===== src/hdl/bsw_pkg.sv =====
// Package for the BCD stopwatch with lap capture: field widths, register
// indexes, button codes, LED patterns and the shared structure types.
// Depends on nothing; every other file of the block uses it.
`default_nettype none

package bsw_pkg;

   // Field widths.
   localparam int DIGITS_W  = 20;
   localparam int SAMPLE_W  = 10;
   localparam int LEVEL_W   = 10;
   localparam int STEP_W    = 8;
   localparam int ACCUM_W   = 9;
   localparam int CODE_W    = 3;
   localparam int LED_W     = 8;
   localparam int CSR_IDX_W = 3;
   localparam int CSR_DAT_W = 10;

   // Register indexes on the configuration port.
   localparam logic [CSR_IDX_W-1:0] REG_TICK_STEP     = 3'd0;
   localparam logic [CSR_IDX_W-1:0] REG_TICK_LIMIT    = 3'd1;
   localparam logic [CSR_IDX_W-1:0] REG_RELEASE_LEVEL = 3'd2;
   localparam logic [CSR_IDX_W-1:0] REG_RIGHT_LEVEL   = 3'd3;
   localparam logic [CSR_IDX_W-1:0] REG_UP_LEVEL      = 3'd4;
   localparam logic [CSR_IDX_W-1:0] REG_DOWN_LEVEL    = 3'd5;
   localparam logic [CSR_IDX_W-1:0] REG_LEFT_LEVEL    = 3'd6;
   localparam logic [CSR_IDX_W-1:0] REG_SELECT_LEVEL  = 3'd7;

   // Register reset values.
   localparam logic [STEP_W-1:0]  RST_TICK_STEP     = 8'd10;
   localparam logic [STEP_W-1:0]  RST_TICK_LIMIT    = 8'd61;
   localparam logic [LEVEL_W-1:0] RST_RELEASE_LEVEL = 10'h317;
   localparam logic [LEVEL_W-1:0] RST_RIGHT_LEVEL   = 10'h032;
   localparam logic [LEVEL_W-1:0] RST_UP_LEVEL      = 10'h0C3;
   localparam logic [LEVEL_W-1:0] RST_DOWN_LEVEL    = 10'h17C;
   localparam logic [LEVEL_W-1:0] RST_LEFT_LEVEL    = 10'h22B;
   localparam logic [LEVEL_W-1:0] RST_SELECT_LEVEL  = 10'h316;

   // Button codes.
   localparam logic [CODE_W-1:0] BTN_NONE   = 3'd0;
   localparam logic [CODE_W-1:0] BTN_RIGHT  = 3'd1;
   localparam logic [CODE_W-1:0] BTN_UP     = 3'd2;
   localparam logic [CODE_W-1:0] BTN_DOWN   = 3'd3;
   localparam logic [CODE_W-1:0] BTN_LEFT   = 3'd4;
   localparam logic [CODE_W-1:0] BTN_SELECT = 3'd5;

   // LED patterns.
   localparam logic [LED_W-1:0] LED_B_RELEASE = 8'h02;
   localparam logic [LED_W-1:0] LED_B_HELD    = 8'h08;
   localparam logic [LED_W-1:0] LED_L_OFF     = 8'h00;
   localparam logic [LED_W-1:0] LED_L_UP      = 8'h08;
   localparam logic [LED_W-1:0] LED_L_DOWN    = 8'h02;
   localparam logic [LED_W-1:0] LED_L_LEFT    = 8'h20;
   localparam logic [LED_W-1:0] LED_L_SELECT  = 8'h80;

   // Largest value of each BCD digit, tenths first.
   localparam int NUM_DIGITS = 5;
   localparam logic [3:0] DIGIT_MAX [NUM_DIGITS] = '{4'd9, 4'd9, 4'd5, 4'd9, 4'd9};

   // Ladder thresholds handed to the button decoder.
   typedef struct packed {
      logic [LEVEL_W-1:0] release_level;
      logic [LEVEL_W-1:0] right_level;
      logic [LEVEL_W-1:0] up_level;
      logic [LEVEL_W-1:0] down_level;
      logic [LEVEL_W-1:0] left_level;
      logic [LEVEL_W-1:0] select_level;
   } bsw_levels_type;

   // Press latch and LED state going in and out of the decoder.
   typedef struct packed {
      logic             latch;
      logic [LED_W-1:0] led_b;
      logic [LED_W-1:0] led_l;
   } bsw_btn_state_type;

   // One result beat.
   typedef struct packed {
      logic [DIGITS_W-1:0] time_digits;
      logic [DIGITS_W-1:0] shown_lap_start;
      logic [DIGITS_W-1:0] shown_lap_end;
      logic                lap_visible;
      logic                running;
      logic [CODE_W-1:0]   button_code;
      logic [LED_W-1:0]    led_bank_b;
      logic [LED_W-1:0]    led_bank_l;
   } bsw_rsp_type;

endpackage

`default_nettype wire


===== src/hdl/bsw_if.sv =====
// Valid/ready channel interfaces for the stopwatch input and result beats.
// Depends on bsw_pkg for the field widths.
`default_nettype none

interface bsw_req_if;
   logic                           valid;
   logic                           ready;
   logic                           tick;
   logic                           sample_valid;
   logic [bsw_pkg::SAMPLE_W-1:0]   adc_sample;

   modport source (output valid, tick, sample_valid, adc_sample, input ready);
   modport sink   (input valid, tick, sample_valid, adc_sample, output ready);
endinterface

interface bsw_rsp_if;
   logic                           valid;
   logic                           ready;
   logic [bsw_pkg::DIGITS_W-1:0]   time_digits;
   logic [bsw_pkg::DIGITS_W-1:0]   shown_lap_start;
   logic [bsw_pkg::DIGITS_W-1:0]   shown_lap_end;
   logic                           lap_visible;
   logic                           running;
   logic [bsw_pkg::CODE_W-1:0]     button_code;
   logic [bsw_pkg::LED_W-1:0]      led_bank_b;
   logic [bsw_pkg::LED_W-1:0]      led_bank_l;

   modport source (output valid, time_digits, shown_lap_start, shown_lap_end, lap_visible,
                   running, button_code, led_bank_b, led_bank_l, input ready);
   modport sink   (input valid, time_digits, shown_lap_start, shown_lap_end, lap_visible,
                   running, button_code, led_bank_b, led_bank_l, output ready);
endinterface

`default_nettype wire


===== src/hdl/bcd_stopwatch_with_lap.sv =====
// Top level of the BCD stopwatch with lap capture: configuration registers,
// stopwatch state and the registered result stage.
// Depends on bsw_pkg, bsw_if, bsw_btn_dec and bsw_tenth_adv.
//
//   channel  | direction | handshake         | contents
//   ---------+-----------+-------------------+----------------------------------
//   req_chan | in        | valid/ready       | tick, sample_valid, adc_sample
//   rsp_chan | out       | valid/ready       | time, lap row, run, code, LEDs
//   csr_*    | in        | write enable only | register index and write data
//
// Each input beat gives one result beat in the cycle after acceptance; the
// state update is a single pass through the decoder, the tick accumulator
// and the five-digit carry chain, so one beat can be accepted every cycle.
// req_chan.ready is low only while a result waits and rsp_chan.ready is low.
// Synchronous reset loads register reset values and clears all state but rsp_ff.
`default_nettype none

module bcd_stopwatch_with_lap (
   input  wire logic                          clock,
   input  wire logic                          reset,
   bsw_req_if.sink                            req_chan,
   bsw_rsp_if.source                          rsp_chan,
   input  wire logic                          csr_we,
   input  wire logic [bsw_pkg::CSR_IDX_W-1:0] csr_index,
   input  wire logic [bsw_pkg::CSR_DAT_W-1:0] csr_wdata
);
   import bsw_pkg::*;

   // Configuration registers.
   logic [STEP_W-1:0] tick_step_ff, tick_limit_ff;
   bsw_levels_type    levels_ff;

   // Stopwatch state.
   logic [DIGITS_W-1:0] clock_digits_ff, clock_digits_in;
   logic [DIGITS_W-1:0] lap_origin_ff, lap_origin_in;
   logic [DIGITS_W-1:0] lap_start_ff, lap_start_in;
   logic [DIGITS_W-1:0] lap_end_ff, lap_end_in;
   logic                lap_row_ff, lap_row_in;
   logic                run_ff, run_in;
   logic [ACCUM_W-1:0]  accum_ff, accum_in;
   bsw_btn_state_type   btn_ff, btn_in, btn_dec;

   // Result stage.
   logic        rsp_valid_ff, rsp_valid_in;
   bsw_rsp_type rsp_ff, rsp_in;

   logic                accept;
   logic [CODE_W-1:0]   dec_code, code;
   logic [DIGITS_W-1:0] btn_digits, adv_digits;
   logic [STEP_W-1:0]   step;
   logic [ACCUM_W:0]    accum_sum;

   assign accept         = req_chan.valid && req_chan.ready;
   assign req_chan.ready = !rsp_valid_ff || rsp_chan.ready;

   // Register writes.
   always_ff @(posedge clock) begin
      if (reset) begin
         tick_step_ff            <= RST_TICK_STEP;
         tick_limit_ff           <= RST_TICK_LIMIT;
         levels_ff.release_level <= RST_RELEASE_LEVEL;
         levels_ff.right_level   <= RST_RIGHT_LEVEL;
         levels_ff.up_level      <= RST_UP_LEVEL;
         levels_ff.down_level    <= RST_DOWN_LEVEL;
         levels_ff.left_level    <= RST_LEFT_LEVEL;
         levels_ff.select_level  <= RST_SELECT_LEVEL;
      end else if (csr_we) begin
         case (csr_index)
            REG_TICK_STEP:     tick_step_ff            <= csr_wdata[STEP_W-1:0];
            REG_TICK_LIMIT:    tick_limit_ff           <= csr_wdata[STEP_W-1:0];
            REG_RELEASE_LEVEL: levels_ff.release_level <= csr_wdata;
            REG_RIGHT_LEVEL:   levels_ff.right_level   <= csr_wdata;
            REG_UP_LEVEL:      levels_ff.up_level      <= csr_wdata;
            REG_DOWN_LEVEL:    levels_ff.down_level    <= csr_wdata;
            REG_LEFT_LEVEL:    levels_ff.left_level    <= csr_wdata;
            REG_SELECT_LEVEL:  levels_ff.select_level  <= csr_wdata;
            default: begin
            end
         endcase
      end
   end

   bsw_btn_dec u_btn_dec (
      .sample (req_chan.adc_sample),
      .levels (levels_ff),
      .cur    (btn_ff),
      .nxt    (btn_dec),
      .code   (dec_code)
   );

   bsw_tenth_adv u_tenth_adv (
      .cur_time (btn_digits),
      .nxt_time (adv_digits)
   );

   // Button actions come first; the tick works on what they leave.
   always_comb begin
      code         = BTN_NONE;
      btn_in       = btn_ff;
      btn_digits   = clock_digits_ff;
      lap_origin_in = lap_origin_ff;
      lap_start_in = lap_start_ff;
      lap_end_in   = lap_end_ff;
      lap_row_in   = lap_row_ff;
      run_in       = run_ff;
      if (req_chan.sample_valid) begin
         code   = dec_code;
         btn_in = btn_dec;
         case (dec_code)
            BTN_UP: begin
               lap_start_in  = lap_origin_ff;
               lap_end_in    = clock_digits_ff;
               lap_origin_in = clock_digits_ff;
               lap_row_in    = 1'b1;
            end
            BTN_DOWN: begin
               lap_origin_in = '0;
               lap_row_in    = 1'b0;
            end
            BTN_LEFT: begin
               btn_digits    = '0;
               lap_origin_in = '0;
               run_in        = 1'b0;
            end
            BTN_SELECT: run_in = !run_ff;
            default: begin
            end
         endcase
      end
   end

   // Tick accumulator: the step is clamped to the limit, and one tenth
   // elapses (the digits advance only while running) when the sum reaches the limit.
   always_comb begin
      step            = (tick_step_ff > tick_limit_ff) ? tick_limit_ff : tick_step_ff;
      accum_sum       = {1'b0, accum_ff} + {{(ACCUM_W+1-STEP_W){1'b0}}, step};
      accum_in        = accum_ff;
      clock_digits_in = btn_digits;
      if (req_chan.tick) begin
         if (accum_sum >= {{(ACCUM_W+1-STEP_W){1'b0}}, tick_limit_ff}) begin
            if (run_in) begin
               clock_digits_in = adv_digits;
            end
            accum_sum = accum_sum - {{(ACCUM_W+1-STEP_W){1'b0}}, tick_limit_ff};
         end
         accum_in = accum_sum[ACCUM_W-1:0];
      end
   end

   // Result beat assembled from the next state.
   always_comb begin
      rsp_in.time_digits     = clock_digits_in;
      rsp_in.shown_lap_start = lap_row_in ? lap_start_in : '0;
      rsp_in.shown_lap_end   = lap_row_in ? lap_end_in : '0;
      rsp_in.lap_visible     = lap_row_in;
      rsp_in.running         = run_in;
      rsp_in.button_code     = code;
      rsp_in.led_bank_b      = btn_in.led_b;
      rsp_in.led_bank_l      = btn_in.led_l;
      rsp_valid_in           = accept || (rsp_valid_ff && !rsp_chan.ready);
   end

   // State update on each accepted beat.
   always_ff @(posedge clock) begin
      if (reset) begin
         clock_digits_ff <= '0;
         lap_origin_ff   <= '0;
         lap_start_ff    <= '0;
         lap_end_ff      <= '0;
         lap_row_ff      <= 1'b0;
         run_ff          <= 1'b0;
         accum_ff        <= '0;
         btn_ff          <= '0;
         rsp_valid_ff    <= 1'b0;
      end else begin
         rsp_valid_ff <= rsp_valid_in;
         if (accept) begin
            clock_digits_ff <= clock_digits_in;
            lap_origin_ff   <= lap_origin_in;
            lap_start_ff    <= lap_start_in;
            lap_end_ff      <= lap_end_in;
            lap_row_ff      <= lap_row_in;
            run_ff          <= run_in;
            accum_ff        <= accum_in;
            btn_ff          <= btn_in;
         end
      end
   end

   // Result payload register, loaded on acceptance.
   always_ff @(posedge clock) begin
      if (accept) begin
         rsp_ff <= rsp_in;
      end
   end

   assign rsp_chan.valid           = rsp_valid_ff;
   assign rsp_chan.time_digits     = rsp_ff.time_digits;
   assign rsp_chan.shown_lap_start = rsp_ff.shown_lap_start;
   assign rsp_chan.shown_lap_end   = rsp_ff.shown_lap_end;
   assign rsp_chan.lap_visible     = rsp_ff.lap_visible;
   assign rsp_chan.running         = rsp_ff.running;
   assign rsp_chan.button_code     = rsp_ff.button_code;
   assign rsp_chan.led_bank_b      = rsp_ff.led_bank_b;
   assign rsp_chan.led_bank_l      = rsp_ff.led_bank_l;

endmodule

`default_nettype wire


===== src/hdl/bsw_btn_dec.sv =====
// Button ladder decoder with press latch and LED pattern update.
// Depends on bsw_pkg for the level, state and code definitions.
`default_nettype none

module bsw_btn_dec (
   input  wire logic [bsw_pkg::SAMPLE_W-1:0] sample,
   input  wire bsw_pkg::bsw_levels_type      levels,
   input  wire bsw_pkg::bsw_btn_state_type   cur,
   output bsw_pkg::bsw_btn_state_type        nxt,
   output logic [bsw_pkg::CODE_W-1:0]        code
);
   import bsw_pkg::*;

   // Release clears the latch; a held button repeats as right; a fresh
   // press walks the thresholds from the lowest voltage up.
   always_comb begin
      nxt  = cur;
      code = BTN_NONE;
      if (sample > levels.release_level) begin
         nxt.latch = 1'b0;
         nxt.led_l = LED_L_OFF;
         nxt.led_b = LED_B_RELEASE;
      end else if (cur.latch) begin
         nxt.led_b = LED_B_HELD;
         code      = BTN_RIGHT;
      end else begin
         nxt.latch = 1'b1;
         if (sample < levels.right_level) begin
            nxt.led_b = LED_B_HELD;
            code      = BTN_RIGHT;
         end else if (sample < levels.up_level) begin
            nxt.led_l = LED_L_UP;
            code      = BTN_UP;
         end else if (sample < levels.down_level) begin
            nxt.led_l = LED_L_DOWN;
            code      = BTN_DOWN;
         end else if (sample < levels.left_level) begin
            nxt.led_l = LED_L_LEFT;
            code      = BTN_LEFT;
         end else if (sample <= levels.select_level) begin
            nxt.led_l = LED_L_SELECT;
            code      = BTN_SELECT;
         end
      end
   end

endmodule

`default_nettype wire


===== src/hdl/bsw_tenth_adv.sv =====
// Advances a five-digit BCD mm:ss.t time by one tenth, wrapping at 99:59.9.
// Depends on bsw_pkg for the digit maxima.
`default_nettype none

module bsw_tenth_adv (
   input  wire logic [bsw_pkg::DIGITS_W-1:0] cur_time,
   output logic [bsw_pkg::DIGITS_W-1:0]      nxt_time
);
   import bsw_pkg::*;

   // Ripple a carry from the tenths digit upward; a digit at or above its
   // maximum becomes zero and passes the carry on.
   always_comb begin
      logic       carry;
      logic [3:0] dig;
      carry    = 1'b1;
      nxt_time = cur_time;
      for (int i = 0; i < NUM_DIGITS; i++) begin
         dig = cur_time[i*4 +: 4];
         if (carry) begin
            if (dig >= DIGIT_MAX[i]) begin
               nxt_time[i*4 +: 4] = 4'd0;
            end else begin
               nxt_time[i*4 +: 4] = dig + 4'd1;
               carry              = 1'b0;
            end
         end
      end
   end

endmodule

`default_nettype wire


===== src/flat_wrapper.sv =====
// flat-port wrapper written by rule: the top's interface ports become plain ports
module bcd_stopwatch_with_lap_flat import bsw_pkg::*;
  (clock, reset, csr_we, csr_index, csr_wdata, req_chan_valid, req_chan_tick, req_chan_sample_valid, req_chan_adc_sample, req_chan_ready, rsp_chan_valid, rsp_chan_time_digits, rsp_chan_shown_lap_start, rsp_chan_shown_lap_end, rsp_chan_lap_visible, rsp_chan_running, rsp_chan_button_code, rsp_chan_led_bank_b, rsp_chan_led_bank_l, rsp_chan_ready);
  bsw_req_if req_chan_i ();
  bsw_rsp_if rsp_chan_i ();
  input  wire logic clock;
  input  wire logic reset;
  input  wire logic csr_we;
  input  wire logic [bsw_pkg::CSR_IDX_W-1:0] csr_index;
  input  wire logic [bsw_pkg::CSR_DAT_W-1:0] csr_wdata;
  input wire logic [$bits(req_chan_i.valid)-1:0] req_chan_valid;
  input wire logic [$bits(req_chan_i.tick)-1:0] req_chan_tick;
  input wire logic [$bits(req_chan_i.sample_valid)-1:0] req_chan_sample_valid;
  input wire logic [$bits(req_chan_i.adc_sample)-1:0] req_chan_adc_sample;
  output wire logic [$bits(req_chan_i.ready)-1:0] req_chan_ready;
  output wire logic [$bits(rsp_chan_i.valid)-1:0] rsp_chan_valid;
  output wire logic [$bits(rsp_chan_i.time_digits)-1:0] rsp_chan_time_digits;
  output wire logic [$bits(rsp_chan_i.shown_lap_start)-1:0] rsp_chan_shown_lap_start;
  output wire logic [$bits(rsp_chan_i.shown_lap_end)-1:0] rsp_chan_shown_lap_end;
  output wire logic [$bits(rsp_chan_i.lap_visible)-1:0] rsp_chan_lap_visible;
  output wire logic [$bits(rsp_chan_i.running)-1:0] rsp_chan_running;
  output wire logic [$bits(rsp_chan_i.button_code)-1:0] rsp_chan_button_code;
  output wire logic [$bits(rsp_chan_i.led_bank_b)-1:0] rsp_chan_led_bank_b;
  output wire logic [$bits(rsp_chan_i.led_bank_l)-1:0] rsp_chan_led_bank_l;
  input wire logic [$bits(rsp_chan_i.ready)-1:0] rsp_chan_ready;
  assign req_chan_i.valid = req_chan_valid;
  assign req_chan_i.tick = req_chan_tick;
  assign req_chan_i.sample_valid = req_chan_sample_valid;
  assign req_chan_i.adc_sample = req_chan_adc_sample;
  assign req_chan_ready = req_chan_i.ready;
  assign rsp_chan_valid = rsp_chan_i.valid;
  assign rsp_chan_time_digits = rsp_chan_i.time_digits;
  assign rsp_chan_shown_lap_start = rsp_chan_i.shown_lap_start;
  assign rsp_chan_shown_lap_end = rsp_chan_i.shown_lap_end;
  assign rsp_chan_lap_visible = rsp_chan_i.lap_visible;
  assign rsp_chan_running = rsp_chan_i.running;
  assign rsp_chan_button_code = rsp_chan_i.button_code;
  assign rsp_chan_led_bank_b = rsp_chan_i.led_bank_b;
  assign rsp_chan_led_bank_l = rsp_chan_i.led_bank_l;
  assign rsp_chan_i.ready = rsp_chan_ready;
  bcd_stopwatch_with_lap u_core (.clock(clock), .reset(reset), .req_chan(req_chan_i), .rsp_chan(rsp_chan_i), .csr_we(csr_we), .csr_index(csr_index), .csr_wdata(csr_wdata));
endmodule

===== config.mk =====
export PLATFORM = sky130hd
export DESIGN_NAME = bcd_stopwatch_with_lap_flat
export DESIGN_NICKNAME = d
export VERILOG_FILES = /design/src/hdl/bsw_pkg.sv /design/src/hdl/bsw_if.sv /design/src/hdl/bcd_stopwatch_with_lap.sv /design/src/hdl/bsw_btn_dec.sv /design/src/hdl/bsw_tenth_adv.sv /design/src/flat_wrapper.sv
export SDC_FILE = /design/constraint.sdc
export NUM_CORES = 1
export LEC_CHECK = 0
export BUFFER_PORTS_ARGS = -buffer_cell sky130_fd_sc_hd__buf_2
export CAP_MARGIN = 10
export CORE_UTILIZATION = 60
export CTS_CLUSTER_SIZE = 24
export DETAILED_ROUTE_END_ITERATION = 10
export HOLD_SLACK_MARGIN = 0.02
export PLACE_DENSITY_LB_ADDON = 0.05
export SLEW_MARGIN = 20
export SYNTH_ARGS = -nofsm -noshare
export SYNTH_HDL_FRONTEND = slang
export SYNTH_SLANG_ARGS = --single-unit

===== constraint.sdc =====
create_clock -name clock -period 12.42 [get_ports clock]
set_input_delay 0.621 -clock clock [delete_from_list [all_inputs] [get_ports clock]]
set_output_delay 0.621 -clock clock [all_outputs]
set_load 0.01 [all_outputs]

==> impl_results.md, run 1 <==
* Outcome: complete, no violations
* Worst-path fanout max at 24
* Multi-input gate area at 6410 µm²
* R2R Path Start: u_core.tick_limit_ff[1]
* Synth Flop Type: dfxtp_1
* Top post-synthesis cells by count: nand2_1 (337), dfxtp_1 (185), a21oi_1 (133), ha_1 (95), inv_1 (93)
* Skew final at 18.1 ps
* Syn Nets at 1634
* Endpoints failing setup at 0
* Number of synthesized flops with an enable pin at 81
* Slew Viols, Final at 0
* First-pass GRT wire length at 51900 µm
* Pwr Total at 2.07 mW
* Placed Cells at 1825
* Arrival @ worst endpoint at 7030 ps
* TritonCTS clock tree: done
* Maximum vdd drop at 0.129 mV
* Reg2Reg Capture Point: u_core.clock_digits_ff[17]
* Setup WS post-layout at 5870 ps
* Crit path launch type: register
* Minimum clock period at 6550 ps
* WP data required at 12910 ps
* DR WL met2 at 15100 µm
* # fillers at 1703
* CTS sink cnt at 266
* R2R depth at 26
* Met1 WL at 14700 µm
* Comb power frac at 12.1%
* Vias in the first global route at 10100
* Cts hold-fix bufs at 0
* Core Rows at 53
* Setup WS pre-CTS at 5910 ps
* Hold Path Origin: req_chan_valid
* PD cells at 139 nW/µm²
* Internal at 1.54 mW
* Port-buffer cells at 112
* DR WL met3 at 1970 µm
* Via density at 5.82
* DRC errors left at 0
* Initial DRC count at 842
* Hpwl dp at 21600 µm
* Pleak at 6.02 nW
* Num CTS Buffers at 27
* Insertion delay to the later sink of the worst-skew pair at 550 ps
* Final number of hold-violating endpoints at 0
* Non-Filler Instances at 1875
* Routed WL per cell at 17.3 µm
* Ant diodes at 0
* Final nets at 1706
* Final core area utilization at 69.9%
* FF+latch area at 6140 µm²
* Hold endpoint: u_core.rsp_chan.valid
* Slew Limit Headroom at 29.9%
* Peak Freq at 153 MHz
* Max Used Layer: met4
* Number of max-cap violations at 0
* Top cell type's share of synthesized area at 28.0%
* Top post-synthesis cells by area: dfxtp_1 (28%), edfxtp_1 (18%), nand2_1 (9.6%)
* Seq pwr share at 45.4%
* Total die area at 22600 µm²
* Switching portion of total power at 25.3%
* Yosys reg bits at 266
* Syn avg cell area at 8.78 µm²
* Chip width at 150 µm
* Tcrit/Tclk final at 52.7%
* Clock Path Buffers at 3
* GPL Wtd Cong at 0.870
* CTS Root Cell: clkbuf_16
* Setup TNS at 0 ps
* Worst slew pin tran at 1050 ps
* RSZ-0062 raised after global routing: false
* Clock power share at 42.5%
* Initial Util at 62.1%
* Synth Warn # at 0
* Largest net degree at the start of global routing at 76
* Post-CTS setup buffers at 0
* Post-synth top area cell: dfxtp_1
* R2R Setup Slk at 5870 ps
* Post-CTS sizing at 0
* # IOs at 113
* Overflow after GRT at 0
* Reg clk slew, reported paths at 60 ps
* DR pass1 iterations at 4
* Via Count at 10900
* Synth cell types at 79
* DIE HEIGHT at 150 µm
* Area of the core at 21300 µm²
* H-tree levels at 1
* Area of the mapped netlist at 13200 µm²
* Crit. End Element: register
* DRT antenna net count at 0
* Critical path type: reg -> reg
* Post-synth ARST share at 0%
* Area grow syn2layout at 12.5%
* Syn Inst Count at 1507
* Net Switching at 0.522 mW
* Sequential area share after synthesis at 46.4%
* GRT Resource Usage Total at 29.1%
* Share of layout cells above drive strength 1 at 12.6%
* Routed WL at 32500 µm
* Hold Path Depth at 3
* HP Class: in -> reg
* Initial antenna violation count at 0
* Top-count cell post-synth: nand2_1
[cell type report]
cell class	instances	area share, %
Clock buffer	39	5.61
Clock inverter	11	0.992
Inverter	94	2.39
Multi-Input combinational cell	1066	43.1
Sequential cell	266	41.2
Tap cell	275	2.31
Timing Repair Buffer	124	4.39
[kinds of logic after synthesis]
kind of cell,Yosys count,share of synthesized area [%]
compound gates,368,17.6
buf+inv,175,5.29
flops,266,46.4
simple gates,564,18.7
mux,25,1.91
fa+ha+maj,97,9.29
xor+xnor,12,0.795
[critical path, cell delays in order (launching register included)]
cell and delay (ps):
dfxtp_1 330, inv_1 100, ha_1 320, nor2b_1 140
o21a_1 160, o21ai_0 140, nand2b_1 70, a21oi_1 130
o21ai_0 80, o21ai_1 480, mux2_2 410, ha_1 200
inv_1 70, fa_1 200, nor2b_1 60, o31ai_1 360
a21boi_0 290, ha_1 320, a21o_1 190, a21o_1 190
a221o_1 350, a211oi_2 330, o21ai_2 270, and2_4 250
o21a_1 450, a221oi_2 430, a22o_1 180
[power groups by stage]
stage | sequential (mW) | clock (mW) | combinational (mW)
after global routing | 0.940 | 0.918 | 0.277
after global placement | 0.955 | 0 | 0.242
after CTS | 0.938 | 0.886 | 0.248
after detailed placement | 0.956 | 0 | 0.247
after floorplan | 0.962 | 0 | 0.167
final | 0.938 | 0.878 | 0.250
[per-layer routing]
metal / vias up / global-route usage, %
met2: 331 / 46.6
met1: 5157 / 41.3
met3: 53 / 3.88
li1: 5371 / -
met4: 0 / 7.93
met5: - / 0
[stage by stage]
stage / hold slack [ps] / area (µm²)
after floorplan: 421 / 13200
after global placement: 433 / 13900
final: 340 / 14900
after global routing: 341 / 14900
after detailed placement: 438 / 13900
after CTS: 331 / 14900
[state kept, by name, summed over array words and instances, names as in the netlist]
register,cells
u_core.accum_ff,9
u_core.btn_ff,17
u_core.clock_digits_ff,20
u_core.lap_end_ff,20
u_core.lap_origin_ff,20
u_core.lap_row_ff,1
u_core.lap_start_ff,20
u_core.levels_ff,60
u_core.rsp_chan.button_code,3
u_core.rsp_chan.lap_visible,1
u_core.rsp_chan.led_bank_b,8
u_core.rsp_chan.led_bank_l,8
u_core.rsp_chan.running,1
u_core.rsp_chan.shown_lap_end,20
u_core.rsp_chan.shown_lap_start,20
u_core.rsp_chan.time_digits,20
u_core.rsp_chan.valid,1
u_core.run_ff,1
u_core.tick_limit_ff,8
u_core.tick_step_ff,8
[how the worst max path moves through the flow]
stage / to / from / cells after the start
4_1_cts: u_core.clock_digits_ff[17] / u_core.tick_limit_ff[1] / 26
6_report: u_core.clock_digits_ff[17] / u_core.tick_limit_ff[1] / 26
2_1_floorplan: u_core.clock_digits_ff[19] / u_core.tick_limit_ff[1] / 28
5_1_grt: u_core.rsp_chan.time_digits[15] / u_core.tick_limit_ff[1] / 26
3_5_place_dp: u_core.clock_digits_ff[17] / u_core.tick_limit_ff[1] / 26
3_3_place_gp: u_core.clock_digits_ff[17] / u_core.tick_limit_ff[1] / 26
[cells in the final DEF, fill, tap and decap left out, drive strengths merged, types with 15 or more instances in the layout]
cell / netlist / routed
clkbuf: 61 / 39
a211oi: 15 / 15
buf: 20 / 124
ha: 95 / 95
mux2i: 23 / 23
nand4: 17 / 17
and2: 27 / 27
o21ai: 93 / 93
a21oi: 136 / 136
o211ai: 34 / 34
a31oi: 16 / 16
a21o: 20 / 20
dfxtp: 185 / 185
edfxtp: 81 / 81
inv: 93 / 95
nand2: 337 / 337
nor2: 87 / 87
nand3: 27 / 27
Power figures use the tool's default switching activity.
==> run 2, diff against run 1 <==
--- a/config.mk
+++ b/config.mk
@@ -7,7 +7,7 @@
 export LEC_CHECK = 0
 export BUFFER_PORTS_ARGS = -buffer_cell sky130_fd_sc_hd__buf_2
 export CAP_MARGIN = 10
-export CORE_UTILIZATION = 60
+export CORE_UTILIZATION = 54
 export CTS_CLUSTER_SIZE = 24
 export DETAILED_ROUTE_END_ITERATION = 10
 export HOLD_SLACK_MARGIN = 0.02
==> constraint.sdc (replaced) <==
create_clock -name clock -period 5.7 [get_ports clock]
set_input_delay 0.285 -clock clock [delete_from_list [all_inputs] [get_ports clock]]
set_output_delay 0.285 -clock clock [all_outputs]
set_load 0.01 [all_outputs]
==> run 2 against run 1 <==
Largest power group unchanged. Global-route usage shrank 3.8 points. Sequential cell count unchanged. Sequential power increased by 120%.
==> impl_results.md, run 2 (same netlist as run 1, synthesis figures left out) <==
* Busiest grt layer: met2
* Setup TNS at 0 ps (unchanged)
* Via Count at 10700 (-1.6%)
* Area grow syn2layout at 13.4%
* PD cells at 293 nW/µm² (+110%)
* GPL Wtd Cong at 0.829 (-4.6%)
* Slowest CP cell: mux2_2
* Core Rows at 56 (+5.7%)
* Crit. End Element: register
* Max stage delay on crit path at 360 ps (-120 ps)
* WP data required at 6010 ps (-6900 ps)
* Final number of hold-violating endpoints at 0 (unchanged)
* Vias in the first global route at 9992 (-0.93%)
* Commonest non-fill, non-tap cell in the layout: nand2_1
* CP Buf/Inv Count at 4 (+2)
* # IOs at 113 (unchanged)
* Share of layout cells above drive strength 1 at 13.5% (+0.94 points)
* Top cell family by delay on the critical path: compound AO/OA/AOI/OAI gates
* Largest net degree at the start of global routing at 71 (-6.6%)
* Port-buffer cells at 112 (unchanged)
* H-tree levels at 1 (unchanged)
* Reg with most FFs: u_core.levels_ff
* Routed WL per cell at 16.2 µm (-6.6%)
* Peak Freq at 187 MHz (+22%)
* Setup WS pre-CTS at 78.6 ps (-5830 ps)
* Maximum vdd drop at 0.256 mV (+99%)
* # fillers at 2100 (+23%)
* Overflow after GRT at 0 (unchanged)
* Tcrit/Tclk final at 93.9% (+41 points)
* Multi-input gate area at 6450 µm² (+0.64%)
* Minimum clock period at 5350 ps (-1200 ps)
* Reg clk slew, reported paths at 60 ps (about the same)
* Total die area at 25100 µm² (+11%)
* Max FFs per register at 60 (unchanged)
* CTS sink cnt at 266 (unchanged)
* DRT antenna net count at 0 (unchanged)
* Slew Viols, Final at 0 (unchanged)
* Met3 usage in global routing at 3.08% (-0.80 points)
* Initial antenna violation count at 0 (unchanged)
* Finished Cell Area at 15000 µm² (+0.77%)
* Most frequent cells in the layout: nand2_1 (337), dfxtp_1 (185), a21oi_1 (132), buf_2 (111), ha_1 (95)
* Global Route met1 Usage at 34.2% (-7.1 points)
* DR pass1 iterations at 5 (+1)
* HP Class: in -> reg
* CTS Root Cell: clkbuf_16
* Crit path launch type: register
* Final nets at 1718 (+0.70%)
* DP Area at 14000 µm² (+0.68%)
* FF+latch area at 6140 µm² (unchanged)
* Slew Limit Headroom at 35.0% (+5.1 points)
* Outcome: complete, no violations
* Worst slew pin tran at 972 ps (-75.6 ps)
* Pleak at 6.07 nW (+0.76%)
* Initial Util at 55.7% (-6.5 points)
* Num CTS Buffers at 29 (+7.4%)
* Setup WS post-layout at 349 ps (-5520 ps)
* Final core area utilization at 63.1% (-6.8 points)
* Worst-path fanout max at 5 (-79%)
* GRT Resource Usage Total at 25.4% (-3.8 points)
* TritonCTS clock tree: done
* Endpoints failing setup at 0 (unchanged)
* Routed WL at 31300 µm (-3.7%)
* Area of the core at 23800 µm² (+12%)
* Arrival @ worst endpoint at 5660 ps (-1370 ps)
* Ant diodes at 0 (unchanged)
* Worst hold margin at 73.8 ps (-267 ps)
* DRC errors left at 0 (unchanged)
* Via density at 5.55 (-4.6%)
* Clock Path Buffers at 3 (unchanged)
* First-pass GRT wire length at 50700 µm (-2.2%)
* Chip width at 159 µm (+5.3%)
* DIE HEIGHT at 159 µm (+5.3%)
* Critical path type: reg -> reg
* Insertion delay to the later sink of the worst-skew pair at 550 ps (about the same)
* Hpwl dp at 21000 µm (-2.4%)
* Initial DRC count at 690 (-18%)
* Number of max-cap violations at 0 (unchanged)
* Skew final at 14.5 ps (-3.54 ps)
* Global-route track usage on met2 at 42.9% (-3.7 points)
-- run 2: cell types whose count changed in the layout (fill, tap and decap cells not counted), moves of 2 or more --
cell | previous run | this run
clkbuf_1 | 4 | 6
nor2_2 | 2 | 4
nor2_1 | 85 | 83
clkinv_2 | 3 | 9
clkbuf_8 | 5 | 2
buf_4 | 13 | 20
-- run 2: tightest hold or removal path: cells and delay by family --
kind / cells / cell delay (ps)
AND/OR/NAND/NOR: 1 / 70
AO/OA/AOI/OAI: 1 / 50
buffers and inverters: 1 / 160
-- run 2: worst paths after layout --
path | from | endpoint | slack, ps | cells past startpoint
worst max-delay path | u_core.tick_limit_ff[1] | u_core.rsp_chan.time_digits[7] | 350 | 30
worst min register to register | u_core.btn_ff[13] | u_core.btn_ff[13] | 450 | 1
worst max register to register | u_core.tick_limit_ff[1] | u_core.rsp_chan.time_digits[7] | 350 | 30
worst min-delay path | csr_wdata[2] | u_core.levels_ff[42] | 70 | 3
-- run 2: timing repair --
| action | in CTS | in global routing |
|---|---|---|
| setup endpoints to repair | 0 | 40 |
| setup buffers | 0 | 2 |
| resized for setup | 0 | 12 |
| endpoints found under the hold margin | 1 | 0 |
| hold buffers | 1 | 0 |
-- run 2: per-stage QoR --
| stage | power (mW) | cells |
|---|---|---|
| 3_3_place_gp | 2.62 | 1875 |
| 5_1_grt | 4.58 | 1933 |
| 2_1_floorplan | 2.46 | 1507 |
| 4_1_cts | 4.42 | 1930 |
| 6_report | 4.40 | 1933 |
| 3_5_place_dp | 2.63 | 1875 |
-- run 2: per-layer routing --
metal / vias up / share of wire, %
li1: 5415 / -
met1: 5001 / 46
met2: 268 / 47
met3: 49 / 4.6
met4: 0 / 2.4
met5: - / 0
-- run 2: layout make-up --
type,instances,area share (%)
clock buffer,37,5.17
clock inverter,17,0.935
inverter,94,2.37
multi-input combinational,1066,43.0
sequential,266,40.9
tap,319,2.66
timing repair buffer,134,4.92
-- run 2: power by group --
| part | switching [mW] | leakage (nW) | internal, mW |
|---|---|---|---|
| clock | 0.753 | 0.452 | 1.05 |
| combinational | 0.350 | 3.30 | 0.201 |
| sequential | 0.0293 | 2.31 | 2.01 |
